==> config.mk <==
export PLATFORM = sky130hd
export DESIGN_NAME = count_prefixed_signed_decimal_decoder_flat
export DESIGN_NICKNAME = d
export VERILOG_FILES = /design/src/design/cpsd_pkg.sv /design/src/design/cpsd_in_if.sv /design/src/design/cpsd_out_if.sv /design/src/design/cpsd_core.sv /design/src/design/count_prefixed_signed_decimal_decoder.sv /design/src/flat_wrapper.sv
export SDC_FILE = /design/constraint.sdc
export NUM_CORES = 1
export LEC_CHECK = 0
export BUFFER_PORTS_ARGS = -buffer_cell sky130_fd_sc_hd__buf_2
export CAP_MARGIN = 0
export CORE_ASPECT_RATIO = 1.5
export CORE_UTILIZATION = 30
export CTS_CLUSTER_SIZE = 25
export DETAILED_ROUTE_END_ITERATION = 7
export SLEW_MARGIN = 20
export SYNTH_ARGS = -nofsm -noshare
export SYNTH_HDL_FRONTEND = slang
export SYNTH_HIERARCHICAL = 1
export SYNTH_SLANG_ARGS = --single-unit
==> constraint.sdc <==
create_clock -name i_clk -period 17.4 [get_ports i_clk]
set_input_delay 2.61 -clock i_clk [delete_from_list [all_inputs] [get_ports i_clk]]
set_output_delay 2.61 -clock i_clk [all_outputs]
set_load 0.005 [all_outputs]
==> src/design/cpsd_pkg.sv <==
// Shared types, codes and constants of the count-prefixed signed decimal decoder.
// Used by the channel interfaces, cpsd_core and the top level; depends on nothing.
package cpsd_pkg;

    localparam int DEF_VALUE_BITS = 32;
    localparam int DEF_MAX_DIGITS = 10;

    localparam int SYMBOL_W = 8;
    localparam int KIND_W   = 2;
    localparam int STATUS_W = 3;
    localparam int MAG_W    = 32;
    localparam int START_W  = 4;
    localparam int POS_W    = 5;

    localparam logic [KIND_W-1:0] KIND_DATA = 2'd0;
    localparam logic [KIND_W-1:0] KIND_EOD  = 2'd1;
    localparam logic [KIND_W-1:0] KIND_EOF  = 2'd2;

    localparam logic [SYMBOL_W-1:0] CH_PLUS  = 8'h2B;
    localparam logic [SYMBOL_W-1:0] CH_MINUS = 8'h2D;
    localparam logic [SYMBOL_W-1:0] CH_ZERO  = 8'h30;
    localparam logic [SYMBOL_W-1:0] CH_ONE   = 8'h31;
    localparam logic [SYMBOL_W-1:0] CH_NINE  = 8'h39;

    typedef enum logic [STATUS_W-1:0] {
        ST_OK        = 3'd0,
        ST_OVERFLOW  = 3'd1,
        ST_LEAD_ZERO = 3'd2,
        ST_NONDIGIT  = 3'd3,
        ST_END_DATA  = 3'd4,
        ST_END_FILE  = 3'd5
    } t_status;

    typedef struct packed {
        t_status            status;
        logic               negative;
        logic [MAG_W-1:0]   magnitude;
    } t_result;

    // character at position pos of the all-ones value written with ndig digits,
    // zero padded on the left, low-order digits kept; evaluated at elaboration only
    function automatic logic [SYMBOL_W-1:0] max_str_char(int vbits, int ndig, int pos);
        logic [63:0] v;
        logic [SYMBOL_W-1:0] c;
        v = (vbits >= 64) ? '1 : ((64'd1 << vbits) - 64'd1);
        c = CH_ZERO;
        for (int i = ndig - 1; i >= 0; i--) begin
            if (i == pos) begin
                c = CH_ZERO + SYMBOL_W'(v % 64'd10);
            end
            v = v / 64'd10;
        end
        return c;
    endfunction

endpackage

==> src/design/cpsd_in_if.sv <==
// Input channel of the decoder: one stream byte or end marker per beat.
// Depends on cpsd_pkg for field widths.
interface cpsd_in_if;
    logic                          valid;
    logic                          ready;
    logic [cpsd_pkg::SYMBOL_W-1:0] symbol;
    logic [cpsd_pkg::KIND_W-1:0]   kind;

    modport source (output valid, output symbol, output kind, input ready);
    modport sink   (input valid, input symbol, input kind, output ready);
endinterface

==> src/design/cpsd_out_if.sv <==
// Result channel of the decoder: one status beat per finished decode.
// Depends on cpsd_pkg for the status type and widths.
interface cpsd_out_if;
    logic                       valid;
    logic                       ready;
    cpsd_pkg::t_status          status;
    logic                       negative;
    logic [cpsd_pkg::MAG_W-1:0] magnitude;

    modport source (output valid, output status, output negative, output magnitude, input ready);
    modport sink   (input valid, input status, input negative, input magnitude, output ready);
endinterface

==> src/design/cpsd_core.sv <==
// Decode state and per-byte step logic of the count-prefixed decimal decoder.
// Depends on cpsd_pkg; instantiated by count_prefixed_signed_decimal_decoder.
module cpsd_core #(
    parameter int VALUE_BITS = cpsd_pkg::DEF_VALUE_BITS,
    parameter int MAX_DIGITS = cpsd_pkg::DEF_MAX_DIGITS
) (
    input  logic                          i_clk,
    input  logic                          i_rst_n,
    input  logic                          i_step,
    input  logic [cpsd_pkg::SYMBOL_W-1:0] i_symbol,
    input  logic [cpsd_pkg::KIND_W-1:0]   i_kind,
    input  logic [cpsd_pkg::START_W-1:0]  i_start_count,
    output logic                          o_emit,
    output cpsd_pkg::t_result             o_result
);

    localparam int IDX_W = (MAX_DIGITS > 1) ? $clog2(MAX_DIGITS) : 1;
    localparam int EXT_W = (VALUE_BITS > cpsd_pkg::MAG_W) ? VALUE_BITS : cpsd_pkg::MAG_W;
    localparam logic [VALUE_BITS-1:0] VAL_MAX = '1;
    localparam logic [VALUE_BITS-1:0] VAL_ONE = VALUE_BITS'(1);
    localparam logic [VALUE_BITS-1:0] VAL_MAXD = VALUE_BITS'(MAX_DIGITS);
    localparam logic [cpsd_pkg::POS_W-1:0] POS_MAXD = cpsd_pkg::POS_W'(MAX_DIGITS);
    localparam logic [cpsd_pkg::POS_W-1:0] POS_SAT = '1;

    typedef enum logic [1:0] {
        PH_START  = 2'd0,
        PH_LENGTH = 2'd1,
        PH_FINAL  = 2'd2,
        PH_NESTED = 2'd3
    } t_phase;

    typedef enum logic [1:0] {
        CMP_EQ = 2'd0,
        CMP_LT = 2'd1,
        CMP_GT = 2'd2
    } t_cmp;

    t_phase                        r_phase, n_phase;
    logic [VALUE_BITS-1:0]         r_remaining, n_remaining;
    logic [VALUE_BITS-1:0]         r_group_len, n_group_len;
    logic [VALUE_BITS-1:0]         r_acc, n_acc;
    t_cmp                          r_cmp, n_cmp;
    logic                          r_bad, n_bad;
    logic                          r_sign, n_sign;
    logic [cpsd_pkg::POS_W-1:0]    r_pos, n_pos;

    logic [cpsd_pkg::SYMBOL_W-1:0] w_max_str [MAX_DIGITS];

    for (genvar g = 0; g < MAX_DIGITS; g++) begin : g_max_str
        assign w_max_str[g] = cpsd_pkg::max_str_char(VALUE_BITS, MAX_DIGITS, g);
    end

    logic                          w_first;
    logic [VALUE_BITS-1:0]         w_glen;
    logic [VALUE_BITS-1:0]         w_acc_b, w_acc_f;
    t_cmp                          w_cmp_b, w_cmp_f;
    logic                          w_bad_f;
    logic [cpsd_pkg::POS_W-1:0]    w_pos_b, w_pos_f;
    logic [cpsd_pkg::SYMBOL_W-1:0] w_ref_char;
    logic                          w_is_digit;
    logic [VALUE_BITS-1:0]         w_rem_f;
    logic                          w_over;
    logic [EXT_W-1:0]              w_acc_ext;
    logic [EXT_W-1:0]              w_max_ext;

    assign w_first = (r_phase == PH_START) || (r_phase == PH_NESTED);

    always_comb begin
        if (r_phase == PH_START) begin
            w_glen = (i_start_count == '0) ? VAL_ONE : VALUE_BITS'(i_start_count);
        end else begin
            w_glen = r_group_len;
        end
    end

    // a digit opening a group starts from cleared group state
    assign w_acc_b = w_first ? '0 : r_acc;
    assign w_cmp_b = w_first ? CMP_EQ : r_cmp;
    assign w_pos_b = w_first ? '0 : r_pos;

    assign w_ref_char = (w_pos_b < POS_MAXD) ? w_max_str[w_pos_b[IDX_W-1:0]] : cpsd_pkg::CH_ZERO;
    assign w_is_digit = (i_symbol >= cpsd_pkg::CH_ZERO) && (i_symbol <= cpsd_pkg::CH_NINE);

    always_comb begin
        w_cmp_f = w_cmp_b;
        if (w_cmp_b == CMP_EQ && w_pos_b < POS_MAXD) begin
            if (i_symbol > w_ref_char) begin
                w_cmp_f = CMP_GT;
            end else if (i_symbol < w_ref_char) begin
                w_cmp_f = CMP_LT;
            end
        end
    end

    assign w_pos_f = (w_pos_b != POS_SAT) ? w_pos_b + 1'b1 : w_pos_b;
    assign w_bad_f = (w_first ? 1'b0 : r_bad) | ~w_is_digit;
    // times ten as two shifts and an add, wrapping at the value width
    assign w_acc_f = w_is_digit ?
        (w_acc_b << 3) + (w_acc_b << 1) + VALUE_BITS'(i_symbol[3:0]) : w_acc_b;
    assign w_rem_f = (w_first ? w_glen : r_remaining) - VAL_ONE;
    assign w_over  = (w_glen > VAL_MAXD) || (w_glen == VAL_MAXD && w_cmp_f == CMP_GT);

    assign w_acc_ext = EXT_W'(w_acc_f);
    assign w_max_ext = EXT_W'(VAL_MAX);

    always_comb begin
        n_phase     = r_phase;
        n_remaining = r_remaining;
        n_group_len = r_group_len;
        n_acc       = r_acc;
        n_cmp       = r_cmp;
        n_bad       = r_bad;
        n_sign      = r_sign;
        n_pos       = r_pos;
        o_emit      = 1'b0;
        o_result    = '{status: cpsd_pkg::ST_OK, negative: 1'b0, magnitude: '0};

        if (w_first) begin
            n_group_len = w_glen;
            if (i_kind == cpsd_pkg::KIND_EOF) begin
                o_emit          = 1'b1;
                o_result.status = cpsd_pkg::ST_END_FILE;
            end else if (i_kind != cpsd_pkg::KIND_DATA) begin
                o_emit          = 1'b1;
                o_result.status = cpsd_pkg::ST_END_DATA;
            end else if (i_symbol == cpsd_pkg::CH_PLUS || i_symbol == cpsd_pkg::CH_MINUS) begin
                n_sign      = (i_symbol == cpsd_pkg::CH_MINUS);
                n_acc       = '0;
                n_cmp       = CMP_EQ;
                n_bad       = 1'b0;
                n_pos       = '0;
                n_phase     = PH_FINAL;
                n_remaining = w_glen;
            end else if (i_symbol == cpsd_pkg::CH_ZERO) begin
                o_emit          = 1'b1;
                o_result.status = cpsd_pkg::ST_LEAD_ZERO;
            end else if (!(i_symbol inside {[cpsd_pkg::CH_ONE:cpsd_pkg::CH_NINE]})) begin
                o_emit          = 1'b1;
                o_result.status = cpsd_pkg::ST_NONDIGIT;
            end else begin
                n_phase = PH_LENGTH;
            end
        end else if (i_kind != cpsd_pkg::KIND_DATA) begin
            o_emit          = 1'b1;
            o_result.status = cpsd_pkg::ST_END_DATA;
        end

        // byte that feeds a length or final group
        if (!o_emit && (n_phase == PH_LENGTH || n_phase == PH_FINAL) &&
            !(w_first && n_phase == PH_FINAL)) begin
            n_acc       = w_acc_f;
            n_cmp       = w_cmp_f;
            n_bad       = w_bad_f;
            n_pos       = w_pos_f;
            n_remaining = w_rem_f;
            if (w_rem_f == '0) begin
                if (w_over) begin
                    o_emit             = 1'b1;
                    o_result.status    = cpsd_pkg::ST_OVERFLOW;
                    o_result.negative  = (r_phase == PH_FINAL) ? r_sign : 1'b0;
                    o_result.magnitude = w_max_ext[cpsd_pkg::MAG_W-1:0];
                end else if (w_bad_f) begin
                    o_emit          = 1'b1;
                    o_result.status = cpsd_pkg::ST_NONDIGIT;
                end else if (r_phase == PH_FINAL) begin
                    o_emit             = 1'b1;
                    o_result.status    = cpsd_pkg::ST_OK;
                    o_result.negative  = r_sign;
                    o_result.magnitude = w_acc_ext[cpsd_pkg::MAG_W-1:0];
                end else begin
                    n_group_len = (w_acc_f != '0) ? w_acc_f : VAL_ONE;
                    n_phase     = PH_NESTED;
                end
            end
        end

        // a result ends the decode
        if (o_emit) begin
            n_phase     = PH_START;
            n_remaining = '0;
            n_group_len = '0;
            n_acc       = '0;
            n_cmp       = CMP_EQ;
            n_bad       = 1'b0;
            n_sign      = 1'b0;
            n_pos       = '0;
        end
    end

    always_ff @(posedge i_clk) begin
        if (!i_rst_n) begin
            r_phase     <= PH_START;
            r_remaining <= '0;
            r_group_len <= '0;
            r_acc       <= '0;
            r_cmp       <= CMP_EQ;
            r_bad       <= 1'b0;
            r_sign      <= 1'b0;
            r_pos       <= '0;
        end else if (i_step) begin
            r_phase     <= n_phase;
            r_remaining <= n_remaining;
            r_group_len <= n_group_len;
            r_acc       <= n_acc;
            r_cmp       <= n_cmp;
            r_bad       <= n_bad;
            r_sign      <= n_sign;
            r_pos       <= n_pos;
        end
    end

    a_group_open_has_bytes_left: assert property (@(posedge i_clk) disable iff (!i_rst_n)
        (r_phase == PH_LENGTH || r_phase == PH_FINAL) |-> (r_remaining != '0))
        else $error("open group with no bytes left");

    a_nested_len_nonzero: assert property (@(posedge i_clk) disable iff (!i_rst_n)
        (r_phase == PH_NESTED) |-> (r_group_len != '0))
        else $error("nested group length is zero");

    a_emit_restarts: assert property (@(posedge i_clk) disable iff (!i_rst_n)
        (i_step && o_emit) |=> (r_phase == PH_START && r_acc == '0))
        else $error("decode not restarted after result");

endmodule

==> src/design/count_prefixed_signed_decimal_decoder.sv <==
// Count-prefixed signed decimal decoder, top level.
//
// i_in carries one beat per stream byte (kind 0) or end marker (kind 1 end of
// data, kind 2 end of file). o_res carries one beat per finished decode: status,
// sign and 32-bit magnitude. Bytes that only advance a decode give no beat.
// start_count (digit count of the first length group) is written through
// i_cfg_we / i_cfg_wdata only while the block is idle, a rule on the user that
// the block does not enforce; it resets to 1 and applies from the next decode.
//
// An input beat is captured in an input register; from there the step logic
// updates the decode state and, if the byte ends a decode, loads the result
// register, which drives o_res. One byte per cycle is sustained: i_in.ready
// stays high while the result register is free or being taken this cycle.
//
// When o_res is stalled with a result waiting, a byte that gives no result
// still goes through; a byte that would end a decode waits in the input
// register and i_in.ready drops. Synchronous reset clears all valid bits and
// puts the decoder at the start of a decode.
// Depends on cpsd_pkg, cpsd_in_if, cpsd_out_if and cpsd_core.
module count_prefixed_signed_decimal_decoder #(
    parameter int VALUE_BITS = cpsd_pkg::DEF_VALUE_BITS,
    parameter int MAX_DIGITS = cpsd_pkg::DEF_MAX_DIGITS
) (
    input  logic                         i_clk,
    input  logic                         i_rst_n,
    input  logic                         i_cfg_we,
    input  logic [cpsd_pkg::START_W-1:0] i_cfg_wdata,
    cpsd_in_if.sink                      i_in,
    cpsd_out_if.source                   o_res
);

    logic                          r_in_valid;
    logic [cpsd_pkg::SYMBOL_W-1:0] r_symbol;
    logic [cpsd_pkg::KIND_W-1:0]   r_kind;
    logic                          r_out_valid;
    cpsd_pkg::t_result             r_out;
    logic [cpsd_pkg::START_W-1:0]  r_start_count;

    logic                          w_emit;
    cpsd_pkg::t_result             w_result;
    logic                          w_out_free;
    logic                          w_advance;

    assign w_out_free = !r_out_valid || o_res.ready;
    assign w_advance  = r_in_valid && (!w_emit || w_out_free);
    assign i_in.ready = !r_in_valid || w_advance;

    cpsd_core #(
        .VALUE_BITS (VALUE_BITS),
        .MAX_DIGITS (MAX_DIGITS)
    ) u_core (
        .i_clk         (i_clk),
        .i_rst_n       (i_rst_n),
        .i_step        (w_advance),
        .i_symbol      (r_symbol),
        .i_kind        (r_kind),
        .i_start_count (r_start_count),
        .o_emit        (w_emit),
        .o_result      (w_result)
    );

    always_ff @(posedge i_clk) begin
        if (!i_rst_n) begin
            r_in_valid    <= 1'b0;
            r_out_valid   <= 1'b0;
            r_start_count <= cpsd_pkg::START_W'(1);
        end else begin
            if (i_cfg_we) begin
                r_start_count <= i_cfg_wdata;
            end
            if (i_in.valid && i_in.ready) begin
                r_in_valid <= 1'b1;
            end else if (w_advance) begin
                r_in_valid <= 1'b0;
            end
            if (w_advance && w_emit) begin
                r_out_valid <= 1'b1;
            end else if (o_res.ready) begin
                r_out_valid <= 1'b0;
            end
        end
    end

    // payload registers
    always_ff @(posedge i_clk) begin
        if (i_in.valid && i_in.ready) begin
            r_symbol <= i_in.symbol;
            r_kind   <= i_in.kind;
        end
        if (w_advance && w_emit) begin
            r_out <= w_result;
        end
    end

    assign o_res.valid     = r_out_valid;
    assign o_res.status    = r_out.status;
    assign o_res.negative  = r_out.negative;
    assign o_res.magnitude = r_out.magnitude;

endmodule
==> src/flat_wrapper.sv <==
// flat-port wrapper written by rule: the top's interface ports become plain ports
module count_prefixed_signed_decimal_decoder_flat 
#(
    parameter int VALUE_BITS = cpsd_pkg::DEF_VALUE_BITS,
    parameter int MAX_DIGITS = cpsd_pkg::DEF_MAX_DIGITS
)
  (i_clk, i_rst_n, i_cfg_we, i_cfg_wdata, i_in_valid, i_in_symbol, i_in_kind, i_in_ready, o_res_valid, o_res_status, o_res_negative, o_res_magnitude, o_res_ready);
  cpsd_in_if i_in_i ();
  cpsd_out_if o_res_i ();
  input  logic i_clk;
  input  logic i_rst_n;
  input  logic i_cfg_we;
  input  logic [cpsd_pkg::START_W-1:0] i_cfg_wdata;
  input wire logic [$bits(i_in_i.valid)-1:0] i_in_valid;
  input wire logic [$bits(i_in_i.symbol)-1:0] i_in_symbol;
  input wire logic [$bits(i_in_i.kind)-1:0] i_in_kind;
  output wire logic [$bits(i_in_i.ready)-1:0] i_in_ready;
  output wire logic [$bits(o_res_i.valid)-1:0] o_res_valid;
  output wire logic [$bits(o_res_i.status)-1:0] o_res_status;
  output wire logic [$bits(o_res_i.negative)-1:0] o_res_negative;
  output wire logic [$bits(o_res_i.magnitude)-1:0] o_res_magnitude;
  input wire logic [$bits(o_res_i.ready)-1:0] o_res_ready;
  assign i_in_i.valid = i_in_valid;
  assign i_in_i.symbol = i_in_symbol;
  assign i_in_i.kind = i_in_kind;
  assign i_in_ready = i_in_i.ready;
  assign o_res_valid = o_res_i.valid;
  assign o_res_status = o_res_i.status;
  assign o_res_negative = o_res_i.negative;
  assign o_res_magnitude = o_res_i.magnitude;
  assign o_res_i.ready = o_res_ready;
  count_prefixed_signed_decimal_decoder #(.VALUE_BITS(VALUE_BITS), .MAX_DIGITS(MAX_DIGITS)) u_core (.i_clk(i_clk), .i_rst_n(i_rst_n), .i_cfg_we(i_cfg_we), .i_cfg_wdata(i_cfg_wdata), .i_in(i_in_i), .o_res(o_res_i));
endmodule
; Word level (Yosys, flattened, before mapping)
; Memories as Yosys holds them, arrays and structs flattened.
; Index checks and enable logic that the tools add are counted.
; W data, S select, Z words.
[word_totals]
reg_bits = 159
rom_bits = 128
in_bits = 19
out_inout_bits = 38
elab_cells = 184
memories = 1
[memory_table]
columns = name, words, width, rd, rd_clocked_by_memory_dff, wr, line
row1 = (no name shown), 16, 8, 1, 0, 0, cpsd_core.sv:81  ; assign w_ref_char = (w_pos_b < POS_MAXD) ? w_max_str[w_pos_b[IDX_W-1:0]] : cpsd_pkg::CH_ZERO;
[op_classes]
add_sub_neg = 4
order_cmp = 8
n_eq_ne = 15
mux = 100
n_bitwise = 3
n_reduce_logical = 37
[op_table]
columns = op, n
row1 = $mux W32, 24
row2 = $mux W36, 4
row3 = $mux W2, 25
row4 = $mux W5, 8
row5 = $mux W33, 1
row6 = $add A32 B32 Y32, 1
row7 = $add A32 B4 Y32, 1
row8 = $eq A32 B4 Y1 const B, 1
row9 = $gt A32 B4 Y1 const B, 1
row10 = $logic_not A32 Y1, 1
row11 = $reduce_bool A32 Y1, 1
row12 = $sub A32 B1 Y32 const B, 1
row13 = $mux W1, 29
row14 = $eq A8 B6 Y1 const B, 3
row15 = $mux W8, 3
row16 = $ge A8 B6 Y1 const B, 2
row17 = $mux W3, 5
row18 = $eq A2 B2 Y1 const B, 5
row19 = $logic_and A1 B1 Y1, 10
row20 = $reduce_and A5 Y1, 2
row21 = $reduce_bool A2 Y1, 5
row22 = $gt A8 B8 Y1, 1
row23 = $le A8 B6 Y1 const B, 1
row24 = $lt A8 B8 Y1, 1
row25 = other kinds (17), 31

; Logic depth before layout (Yosys ltp)
; Gate-level depths: netlist of run 1.
[logic_depth]
depth_word = 24
ltp_mapped = 38
depth_no_buf = 26

; Cells and area by module
; Netlist of run 1, hierarchy kept.
[by_module_without_submodules]
columns = module, instances, cells_per_inst, area_each_um2, seq_area_each_um2
row1 = cpsd_core, 1, 1368, 9789.4, 2142.1
row2 = count_prefixed_signed_decimal_decoder, 1, 71, 1649.1, 1501.4

; Worst setup path before layout of run 1
; Ideal clock, no wire load.
[synth_path]
kind = register -> output
from = reg u_core.u_core.r_phase[0]
to = out i_in_ready
arrival_ps = 5499
required_ps = 14790
slack_ps = 9291
path_stages_with_launch = 31
n_path_buf = 12
path_cell_list = dfxtp_1 -> inv_1 -> ha_1 -> buf_2 -> buf_4 -> buf_6 -> buf_6 -> buf_6 -> buf_2 -> clkbuf_1 -> clkbuf_1 -> clkbuf_1 -> clkbuf_1 -> clkbuf_1 -> nand2_1 -> ha_1 -> nor2_1 -> a21oi_1 -> o221ai_1 -> nand2_1 -> ha_1 -> nand4_1 -> o311ai_0 -> nor2b_1 -> o21ai_0 -> a22o_1 -> clkbuf_1 -> nand2_1 -> a21oi_4 -> inv_1 -> nand4b_4
[synth_via]
elab_chain_cells = 22
elab_cells_between_ends = 54
classes_between = add/sub (1) / order compare (4) / eq/ne (6) / mux (23) / bitwise (2) / reduce/logical (17) / memory (1)
[synth_rtl]
columns = element, line
row1 = from (decl), cpsd_core.sv:38  ; t_phase r_phase, n_phase;
row2 = from (signal assigned), cpsd_core.sv:201  ; r_phase <= n_phase;
row3 = $eq A2 B2 Y1 or $logic_not A2 Y1 (tied branches), "cpsd_core.sv:66, cpsd_core.sv:69"
row4 = $logic_or A1 B1 Y1, cpsd_core.sv:66  ; assign w_first = (r_phase == PH_START) || (r_phase == PH_NESTED);
row5 = $mux W5, cpsd_core.sv:79  ; assign w_pos_b = w_first ? '0 : r_pos;
row6 = $not A4 Y5 (implied by the code), cpsd_core.sv:81
row7 = $mem_v2 Z16 W8, --
row8 = $mux W8 (implied by the code) (2 in a row), cpsd_core.sv:81
row9 = $mux W8, cpsd_core.sv:81
row10 = $lt A8 B8 Y1, cpsd_core.sv:89  ; end else if (i_symbol < w_ref_char) begin
row11 = [6 not listed], --
row12 = $mux W1, cpsd_core.sv:157  ; if (w_over) begin
row13 = $mux W1, cpsd_core.sv:156  ; if (w_rem_f == '0) begin
row14 = $mux W1 *, cpsd_core.sv:149  ; if (!o_emit && (n_phase == PH_LENGTH || n_phase == PH_FINAL) &&
row15 = named net u_core.w_emit, count_prefixed_signed_decimal_decoder.sv:39  ; logic w_emit;
row16 = $logic_not A1 Y1 *, count_prefixed_signed_decimal_decoder.sv:45  ; assign w_advance = r_in_valid && (!w_emit || w_out_free);
row17 = $logic_or A1 B1 Y1 *, count_prefixed_signed_decimal_decoder.sv:45
row18 = $logic_and A1 B1 Y1 *, count_prefixed_signed_decimal_decoder.sv:45
row19 = $logic_or A1 B1 Y1 *, count_prefixed_signed_decimal_decoder.sv:46  ; assign i_in.ready = !r_in_valid || w_advance;
row20 = to (decl), flat_wrapper.sv:17  ; output wire logic [$bits(i_in_i.ready)-1:0] i_in_ready;
; The timed path passes the listed nets; every way through them passes the cells marked *. The select of a mux whose other input is x is not followed.

; Worst setup path in the final report of run 1
; Ends and elaborated chain as after synthesis.

==> results.sh, run 1 <==
export IMPL_synth_xor_area_share_pct=3.60
export IMPL_worstPathRequired_ns=14.79
export IMPL_setup_tns_ns=0
export IMPL_drt_total_wl_um=36300
export IMPL_core_um2=37600
export IMPL_routed_via_count=10800
export IMPL_cts_made_buffers=17
export IMPL_finClkSkew_ns=0.0123
export IMPL_maxSlewViolCount=0
export IMPL_fin_total_pwr_mw=0.808
export IMPL_grt_max_degree=93
export IMPL_synth_top_family_by_area="compound AO/OA/AOI/OAI gates"
export IMPL_crit_type="reg -> out"
export IMPL_layout_setup_ws_ns=8.33
export IMPL_hold_viol=0
export IMPL_cts_setup_buffers=0
export IMPL_ir_drop_mv=0.0644
export IMPL_yosys_most_used_dff="dfxtp_1"
export IMPL_io_pins=57
export IMPL_fp_dieArea_um2=38900
export IMPL_clkLatencyLatePin_ns=0.44
export IMPL_vias_per_cell=5.56
export IMPL_synth_compound_area_share_pct=25.9
export IMPL_cts_buffer_depth=2
export IMPL_rsz0062_at_grt="no"
export IMPL_grt_total_usage_pct=18.8
export IMPL_startpoint_type="flop"
export IMPL_die_h_um=241
export IMPL_synth_area_um2=11400
export IMPL_fill_cells=3940
export IMPL_path_clk_slew_ns=0.06
export IMPL_final_common_cell="nand2_1"
export IMPL_gp_congestion=0.959
export IMPL_synth_top_area_share_pct=19.8
export IMPL_synthArstFlopShare_pct=0
export IMPL_grt_overflow_total=0
export IMPL_synth_seq_area_share_pct=31.9
export IMPL_synthSimpleGateAreaFrac_pct=23.6
export IMPL_cts_resized_gates=0
export IMPL_final_cell_mix="nand2_1, o21ai_0, nor2_1, a21oi_1, dfxtp_1"
export IMPL_worst_pin_slew_ns=1.07
export IMPL_dp_hpwl_um=27400
export IMPL_fmax_mhz=110
export IMPL_ys_seq_elements=159
export IMPL_cts_root_buffer_cell="clkbuf_16"
export IMPL_routedWlPerCell_um=18.7
export IMPL_arrival_ns=6.46
export IMPL_drtAntennaViolNets=0
export IMPL_port_buffers=56
export IMPL_synth_area_top_cells="dfxtp_1, edfxtp_1, ha_1"
export IMPL_syn2layout_area_growth_pct=10.7
export IMPL_htree_levels=4
export IMPL_post_place_ws_ns=8.87
export IMPL_outcome="finished, final reports clean"
export IMPL_synth_cells=1439
export IMPL_antenna_found_initial=0
export IMPL_die_x_um=161
export IMPL_yosys_warnings=6
export IMPL_clock_sinks=159
export IMPL_muxShareOfSynthArea_pct=2.34
export IMPL_layout_min_cycle_time_ns=9.07
export IMPL_avgSynthCellArea_um2=7.95
export IMPL_cts_tree="yes"
export IMPL_ys_types=89
export IMPL_p_leak_nw=4.87
export IMPL_power_density_nw_per_um2=63.8
export IMPL_max_slew_margin_pct=28.1
export IMPL_firstDrtPassIters=7
export IMPL_setup_viol=0
export IMPL_drv_cap=0
export IMPL_yosys_area_share_adder_pct=7.83
export IMPL_start_util_pct=30.5
export IMPL_cts_hold_buffers_added=0
export IMPL_synth_nets=1529
export IMPL_synth_edf_count=46
export IMPL_yosysTopAreaCell="dfxtp_1"
export IMPL_timing_final_crit_share_pct=52.2
export IMPL_diodes=0
export IMPL_grt_pass1_vias=10300
export IMPL_nNetsFinal=1527
export IMPL_worst_hold_path_type="reg -> reg"
export IMPL_endpoint_kind="output pin"
export IMPL_cp_max_fo=37
export IMPL_drc=0
export IMPL_fp_row_count=87
export IMPL_grt_first_pass_wirelength_um=56800
export IMPL_first_iter_violations=726
export IMPL_drive_above_1_share_pct=9.66
-- kinds of logic after synthesis --
| kind of cell | count (synthesis) |
|---|---|
| compound gates | 462 |
| fa+ha+maj | 71 |
| simple gates | 544 |
| buf+inv | 131 |
| xor+xnor | 47 |
| flops | 159 |
| mux | 25 |
-- metal layers --
metal	share of wire [%]	track usage [%]	wire length [µm]	vias to the layer above
met2	53	35.2	19200	277
met4	4.4	10.1	1610	0
met5	0	0	0	-
met1	40	20.3	14400	5136
met3	2.9	2.39	1070	89
li1	-	-	-	5281
-- critical path, cell delays in order (launching register included) --
cell and delay (ns):
dfxtp_1 0.33, inv_1 0.12, ha_4 0.42, clkinv_1 0.60, o31ai_1 0.60, nor2_1 0.10, a21oi_1 0.26, ha_1 0.28
inv_1 0.06, o31a_1 0.34, nor4b_4 0.49, nand4_2 0.32, or4_4 0.51, a22oi_2 0.38, and3_1 0.26, and3_1 0.35
a21oi_4 0.13, inv_1 0.20, nand4b_4 0.12, buf_2 0.14
-- state kept, by name, indices dropped and copies added (netlist names) --
signal                     flops
u_core/u_core/r_pos            5
u_core/o_res.negative          1
u_core/r_symbol                8
u_core/u_core/r_remaining     32
u_core/r_kind                  2
u_core/o_res.valid             1
u_core/u_core/r_group_len     32
u_core/u_core/r_phase          2
u_core/o_res.magnitude        32
u_core/r_in_valid              1
u_core/u_core/r_bad            1
u_core/u_core/r_acc           32
u_core/r_start_count           4
u_core/u_core/r_sign           1
u_core/u_core/r_cmp            2
u_core/o_res.status            3
-- worst paths after layout --
| kind | start | to | slack, ns | cells after the start |
|---|---|---|---|---|
| setup / recovery | u_core/u_core/r_phase[0]$_SDFFE_PN0P_ | i_in_ready | 8.33 | 19 |
| hold reg to reg | u_core/u_core/r_remaining[1]$_SDFFE_PN0P_ | u_core/u_core/r_remaining[1]$_SDFFE_PN0P_ | 0.46 | 2 |
| setup reg to reg | u_core/u_core/r_phase[0]$_SDFFE_PN0P_ | u_core/u_core/r_remaining[30]$_SDFFE_PN0P_ | 9.60 | 22 |
| hold / removal | u_core/u_core/r_remaining[1]$_SDFFE_PN0P_ | u_core/u_core/r_remaining[1]$_SDFFE_PN0P_ | 0.46 | 2 |
-- cells in the mapped netlist, types with 18 or more instances --
library cell / count
ha_1: 70
edfxtp_1: 46
inv_1: 38
dfxtp_1: 113
nor2_1: 133
nor3_1: 22
clkbuf_1: 70
and2_1: 37
a21oi_1: 115
a22oi_1: 41
a22o_1: 24
o21ai_0: 136
nand3_1: 26
nand4_1: 18
xnor2_1: 34
nand2_1: 179
-- through the flow --
stage | hold WS, ns | std cells | instance area (µm²) | utilization, %
final | 0.459 | 1939 | 12700 | 33.7
after global routing | 0.481 | 1939 | 12700 | 33.7
after CTS | 0.461 | 1939 | 12700 | 33.7
after detailed placement | 0.445 | 1907 | 12100 | 32.2
after global placement | 0.436 | 1907 | 12100 | 32.2
after floorplan | 0.416 | 1439 | 11400 | -
-- cell type report --
type,count,area (µm²),share of cell area [%]
clock inverter,11,134,1.06
clock buffer,21,442,3.49
sequential,159,3640,28.8
inverter,41,154,1.22
tap,489,612,4.83
multi-input combinational,1149,7300,57.6
timing repair buffer,69,378,2.98
-- power breakdown --
group | switching, mW | internal, mW
clock network | 0.158 | 0.214
logic | 0.0324 | 0.0151
registers | 0.00411 | 0.385
No activity file was read; power rests on OpenSTA's default activity.
==> run 2: changes to the inputs <==
==> constraint.sdc (replaced) <==
create_clock -name i_clk -period 7.7 [get_ports i_clk]
set_input_delay 1.155 -clock i_clk [delete_from_list [all_inputs] [get_ports i_clk]]
set_output_delay 1.155 -clock i_clk [all_outputs]
set_load 0.005 [all_outputs]
==> results.sh, run 2 (synthesis results as in run 1) <==
export IMPL_clock_sinks=159
export IMPL_endpoint_kind="output pin"
export IMPL_port_buffers=56
export IMPL_hold_viol=0
export IMPL_cts_root_buffer_cell="clkbuf_16"
export IMPL_drt_total_wl_um=36500
export IMPL_fp_dieArea_um2=38900
export IMPL_cts_buffer_depth=2
export IMPL_htree_levels=4
export IMPL_power_density_nw_per_um2=153
export IMPL_fmax_mhz=148
export IMPL_cts_tree="yes"
export IMPL_maxSlewViolCount=0
export IMPL_worst_hold_path_type="reg -> reg"
export IMPL_startpoint="u_core/u_core/r_phase[0]$_SDFFE_PN0P_"
export IMPL_use_met1_pct=19.5
export IMPL_fp_row_count=87
export IMPL_multi_input_area_um2=7300
export IMPL_vias_per_cell=5.66
export IMPL_first_iter_violations=756
export IMPL_drtAntennaViolNets=0
export IMPL_crit_type="reg -> out"
export IMPL_cts_setup_buffers=0
export IMPL_arrival_ns=5.62
export IMPL_regArea_um2=3640
export IMPL_grt_overflow_total=0
export IMPL_diodes=0
export IMPL_ir_drop_mv=0.140
export IMPL_drive_above_1_share_pct=10.3
export IMPL_die_h_um=241
export IMPL_gp_congestion=0.928
export IMPL_path_clk_slew_ns=0.06
export IMPL_worstPathRequired_ns=6.55
export IMPL_hp_start="u_core/u_core/r_remaining[1]$_SDFFE_PN0P_"
export IMPL_firstDrtPassIters=6
export IMPL_core_um2=37600
export IMPL_io_pins=57
export IMPL_grt_pass1_vias=10700
export IMPL_final_common_cell="nand2_1"
export IMPL_grt_max_degree=65
export IMPL_use_met3_pct=2.25
export IMPL_syn2layout_area_growth_pct=12.1
export IMPL_outcome="finished, final reports clean"
export IMPL_cp_max_fo=48
export IMPL_final_cell_mix="nand2_1, o21ai_0, nor2_1, a21oi_1, dfxtp_1"
export IMPL_setup_tns_ns=0
export IMPL_reg2reg_slack_ns=1.06
export IMPL_fill_cells=3886
export IMPL_dp_hpwl_um=27900
export IMPL_drv_cap=0
export IMPL_cts_resized_gates=0
export IMPL_grt_total_usage_pct=18.9
export IMPL_whs_ns=0.470
export IMPL_routedWlPerCell_um=18.7
export IMPL_setup_viol=0
export IMPL_grt_first_pass_wirelength_um=57300
export IMPL_routed_via_count=11000
export IMPL_clkLatencyLatePin_ns=0.45
export IMPL_finClkSkew_ns=0.0116
export IMPL_top_usage_layer="met2"
export IMPL_antenna_found_initial=0
export IMPL_cts_made_buffers=17
export IMPL_r2r_start="u_core/u_core/r_phase[0]$_SDFFE_PN0P_"
export IMPL_max_slew_margin_pct=30.3
export IMPL_drc=0
export IMPL_cts_hold_buffers_added=0
export IMPL_start_util_pct=30.5
export IMPL_timing_final_crit_share_pct=88.0
export IMPL_worst_pin_slew_ns=1.02
export IMPL_fin_util_pct=34.1
export IMPL_startpoint_type="flop"
export IMPL_nNetsFinal=1536
export IMPL_die_x_um=161
export IMPL_met2_usage_pct=35.8
export IMPL_layout_min_cycle_time_ns=6.77
export IMPL_rsz0062_at_grt="no"
export IMPL_p_leak_nw=4.95
## run 2: cell types whose count changed in the layout (fill, tap and decap cells not counted), sizes merged
cell,change
buf,+9
bufinv,+3
clkbuf,-4
clkinv,-5
inv,+6
## run 2: worst paths after layout
check	end	cells past startpoint
worst max-delay path	i_in_ready	15
worst max register to register	u_core/u_core/r_remaining[19]$_SDFFE_PN0P_	22
worst min-delay path	u_core/u_core/r_remaining[1]$_SDFFE_PN0P_	2
worst min register to register	u_core/u_core/r_remaining[1]$_SDFFE_PN0P_	2
## run 2: worst max-delay path, stage by stage, from the launching register on
cell,delay (ns)
dfxtp_1,0.36
inv_1,0.10
ha_4,0.56
or2_1,0.50
o21ai_0,0.32
nor3b_1,0.38
nand4_1,0.14
buf_4,0.22
or4_1,0.51
a222oi_1,0.78
and3_1,0.31
and3_1,0.35
a21oi_4,0.12
inv_1,0.19
nand4b_4,0.15
buf_2,0.16
## run 2: where the power goes
part | total, mW | switching, mW | internal [mW]
logic | 0.109 | 0.0737 | 0.0354
registers | 0.880 | 0.00974 | 0.870
clock network | 0.972 | 0.385 | 0.587
## run 2: cell type report
cell class / instances / area share [%]
multi-input cells: 1149 / 56.9
flip-flops and latches: 159 / 28.4
well taps: 489 / 4.77
repair buffers: 78 / 3.48
clock buffers: 17 / 3.32
clock inverters: 15 / 1.87
inverters: 41 / 1.20
## run 2: metal layers
metal	part of all wire, %	wire, µm
met3	4.0	1480
met5	0	0
met1	37	13600
met2	53	19400
met4	5.6	2030
## run 2: per-stage QoR
| stage | worst slack [ns] | power (mW) | area, µm² | instances |
|---|---|---|---|---|
| final | 0.926 | 1.96 | 12800 | 1948 |
| after CTS | 0.991 | 1.98 | 12800 | 1948 |
| after global placement | 1.31 | 1.01 | 12200 | 1916 |
| after floorplan | 0.264 | 0.966 | 11400 | 1439 |
| after detailed placement | 1.11 | 1.01 | 12200 | 1916 |
| after global routing | 0.511 | 2.02 | 12800 | 1948 |
